--- src/sv/vwma_ram.sv ---
// vwma_ram: generic simple dual port ram, one write and one registered read port
// no package dependency

module vwma_ram #(
    parameter int WIDTH = 8,
    parameter int DEPTH = 256
) (
    input  logic                     clk,
    input  logic                     we,
    input  logic [$clog2(DEPTH)-1:0] waddr,
    input  logic [WIDTH-1:0]         wdata,
    input  logic [$clog2(DEPTH)-1:0] raddr,
    output logic [WIDTH-1:0]         rdata
);

    logic [WIDTH-1:0] mem [DEPTH];
    logic [WIDTH-1:0] rdata_reg;

    always_ff @(posedge clk)
    begin
        if (we)
        begin
            mem[waddr] <= wdata;
        end
        rdata_reg <= mem[raddr];
    end

    assign rdata = rdata_reg;

endmodule

--- config.mk ---
export PLATFORM = sky130hd
export DESIGN_NAME = vwma_ram
export DESIGN_NICKNAME = d
export VERILOG_FILES = /design/src/sv/vwma_ram.sv
export SDC_FILE = /design/constraint.sdc
export NUM_CORES = 2
export LEC_CHECK = 0
export BUFFER_PORTS_ARGS = -buffer_cell sky130_fd_sc_hd__buf_2
export CELL_PAD_IN_SITES_DETAIL_PLACEMENT = 2
export CELL_PAD_IN_SITES_GLOBAL_PLACEMENT = 2
export CORE_MARGIN = 2
export CORE_UTILIZATION = 50
export DETAILED_ROUTE_END_ITERATION = 10
export PLACE_DENSITY = 0.87
export SETUP_SLACK_MARGIN = 0.5
export SLEW_MARGIN = 20
export SYNTH_ARGS = -nofsm -noshare
export SYNTH_HDL_FRONTEND = slang
export SYNTH_SLANG_ARGS = --single-unit
--- constraint.sdc ---
create_clock -name clk -period 4.4 [get_ports clk]
set_input_delay 0.44 -clock clk [delete_from_list [all_inputs] [get_ports clk]]
set_output_delay 0.44 -clock clk [all_outputs]
set_load 0.02 [all_outputs]
Word level (Yosys, flattened, before mapping)
Memories as Yosys holds them, arrays and structs flattened. A register that Yosys moved wholly into a read port is not among the register bits.
Index checks and enable logic that the tools add are counted.
{"block": "totals", "register_bits": 0, "mem_bits_rw": 2048, "output_inout_bits": 8, "word_cells": 3, "memories": 1}
{"block": "classes", "n_mux": 2}
{"name": "mem", "depth": 256, "width": 8, "read_ports": 1, "rd_clocked_by_memory_dff": 1, "write_ports": 1, "line": "16", "source": "logic [WIDTH-1:0] mem [DEPTH];"}
{"op": "1-bit two-way mux", "count": 2}

Longest topological paths before layout
{"block": "logic_depth", "depth_word": 2, "depth_mapped": 11}

Least setup slack after synthesis
Ideal clock, no wire load.
{"block": "synth_timing", "kind": "input-to-reg", "from": "input port raddr[0]", "to": "register rdata_reg[2] (netlist: rdata[2]) (read register of mem)", "setup_time_ns": 0.131, "t_arrival_ns": 2.247, "required_ns": 4.269, "setup_slack_ns": 2.022, "path_stages": 9, "cell_sequence": "buf_6 buf_12 buf_8 buf_2 mux4_2 a22oi_1 a21oi_1 nor4_1 nor4_2"}
{"item": "start, declared", "line": "12", "source": "input logic [$clog2(DEPTH)-1:0] raddr,"}
{"item": "end, declared", "line": "17", "source": "logic [WIDTH-1:0] rdata_reg;"}

==> flow_metrics.tcl <==
set metrics [dict create \
    hold_path_depth 1 \
    wl_per_cell_um 50.1 \
    grt_pass1_wl_mm 424 \
    io_pins 34 \
    ctsHoldBuffers 0 \
    cts_num_sinks 2056 \
    synth_top_family_by_area "multiplexers" \
    overflow 0 \
    hpwl_mm 185 \
    drive_above_1_share 0.248 \
    die_y_um 403 \
    finClkSkew_ps 38.3 \
    crit_path_max_fanout 36 \
    post-cts-setup-buffer-count 0 \
    synth_adder_area_share 0 \
    ys_seq_elements 2056 \
    core_um2 158000 \
    synth_nets 3759 \
    layout_min_cycle_time_ps 3550 \
    synth_common_cells "edfxtp_1 (2048), mux4_2 (454), nor2_1 (282)" \
    fmax_mhz 282 \
    area_growth_syn_to_layout_pct 12.5 \
    avgSynthCellArea_um2 21.3 \
    yosysMostFrequentCell "edfxtp_1" \
    p_sw_frac 0.241 \
    hold_class "in -> reg" \
    hp-start "wdata[6]" \
    via_per_inst 7.22 \
    seqPwrFrac 0.513 \
    vdd_ir_drop_max_v 0.000484 \
    rsz0062_at_grt "no" \
    cp_num_buf_inv 2 \
    crit_slowest_cell "nor3_1" \
    switching_power_mw 10.1 \
    clock_path_buffers 3 \
    postRouteAntennaNets 0 \
    status "finished clean" \
    post-route-util 0.566 \
    cp_data_arrival_time_ps 4220 \
    syn_area_um2 79600 \
    worst_pin_slew_ps 1350 \
    whs_endpoint "mem[70][6]" \
    worst-r2r-setup-slack_ps 890 \
    slew_violations 0 \
    grt_max_degree 184 \
    cpLargestDelayFamily "simple AND/OR/NAND/NOR gates" \
    synth_top_area_cell "edfxtp_1" \
    synth-edff-count 2048 \
    post-route-period-util 0.807 \
    dr_total_vias 44800 \
    ys.flop_type "edfxtp_1" \
    max_cap_violations 0 \
    gp_congestion 0.848 \
    cts_buffers 207 \
    die_width_um 403 \
    synth_top_area_frac 0.773 \
    root_buffer "clkbuf_16" \
    multiInputGateArea_um2 16600 \
    synth_simple_gate_area_frac 0.0263 \
    p_per_area_nw_per_um2 471 \
    placed_cell_area_um2 82900 \
    slowest_delay_ps 950 \
    first_iter_violations 7231 \
    yosys.area_share.xor_xnor 0 \
    critPathCaptureType "flip-flop" \
    drcViolationCount 0 \
    antenna_found_initial 12 \
    grt_usage 0.386 \
    r2r_start "mem[82][3]" \
    dr.pass1.iters 6 \
    intPower_mw 32.0 \
    pwr-share-comb 0.054 \
    largest_register_ffs 2048 \
    regArea_um2 61700 \
    cp.required_ps 5070 \
    yosysSeqAreaShare 0.775 \
    path_class "in -> reg" \
    p_clk_frac 0.433 \
    cts_tree "yes" \
    ff2ff_path_depth 6 \
    power_mw 42.2 \
    r2r_end "rdata[3]" \
    muxShareOfSynthArea 0.146 \
    synth_cell_types 55 \
    synthArstFlopShare 0 \
    first_global_vias 46600 \
    cp-startpoint "raddr[0]" \
    initial_core_util 0.503 \
    yosysWarnings 0 \
    numPortBuffers 33 \
    clk_pin_slew_ps 70 \
    dieArea_um2 162000 \
    wl_mm 311 \
    num_rows 146 \
    synth_compound_area_frac 0.0342 \
    finalSetupViolCount 0 \
    start_kind "input port" \
    htreeDepth 4 \
    hold_viol_final 0 \
    synthTopCellsByArea "edfxtp_1 (77%), mux4_2 (13%), mux2i_1 (1.7%)" \
    fillCellCount 12900 \
    leakage_nw 27.8 \
    ctsResizeCount 0 \
    crit_chain "buf_8 -> buf_4 -> mux4_2 -> a22o_1 -> a221oi_1 -> o32ai_1 -> nor3_1 -> nor4_1" \
    fin_setup_tns_ps 0 \
    max-slew-margin-rel 0.0994 \
    netlist_instances 3733 \
    final_cell_area_um2 89500 \
    num-nets-final 3981 \
    clk_latency_ps 900 \
]
## cell families after synthesis
group | after synthesis
flip-flops | 2056
multiplexers | 591
AND/OR/NAND/NOR | 466
AO/OA/AOI/OAI | 385
buffers and inverters | 235
## layer usage
metal | share of wire | global-route usage | vias to the layer above
li1 | - | - | 16100
met2 | 0.50 | 0.645 | 3537
met5 | 0.00041 | 0 | -
met3 | 0.093 | 0.0753 | 851
met4 | 0.058 | 0.182 | 14
met1 | 0.35 | 0.492 | 24200
## how the worst max path moves through the flow
stage | cells after the start | end | slack, ps
floorplan | 9 | rdata[2] | 2020
global placement | 8 | rdata[3] | 340
detailed placement | 10 | rdata[1] | 150
CTS | 6 | rdata[5] | 960
global route | 6 | rdata[5] | 900
finish | 8 | rdata[3] | 850
## metrics by stage
stage	std cells	worst slack [ps]	hold WS (ps)
floorplan	3733	2020	539
global placement	5815	339	947
detailed placement	5815	148	946
CTS	6194	963	213
global route	6198	904	69.1
finish	6202	849	77.2
## power by group through the flow
stage / combinational, mW / sequential, mW / clock (mW)
global route: 2.31 / 21.6 / 18.8
CTS: 2.23 / 21.6 / 18.2
finish: 2.28 / 21.6 / 18.2
global placement: 1.95 / 22.0 / 0
detailed placement: 2.16 / 22.1 / 0
floorplan: 1.05 / 22.0 / 0
## worst register-to-register path, cell delays in order, from the launching register on
cell      delay, ps
edfxtp_1        430
mux4_2          510
a22o_1          280
a221oi_1        550
o32ai_1         310
nor3_1          950
nor4_1          280
## placed cells by master (no fill, tap or decap), types with 45 or more instances in the layout
cell	n
a21oi_1	95
clkinv_1	59
mux2i_1	134
clkbuf_1	45
edfxtp_1	2048
nor2_1	254
o221ai_1	46
a22oi_1	133
clkbuf_16	210
mux4_2	454
buf_4	189
## final cells by class
type	count	share of cell area
flip-flops and latches	2056	0.689
multi-input cells	1442	0.185
clock buffers	255	0.0606
well taps	2072	0.0290
repair buffers	246	0.0241
clock inverters	124	0.0120
diodes	5	0.000140
inverters	2	0.0000839
No activity file was read; power rests on OpenSTA's default activity.
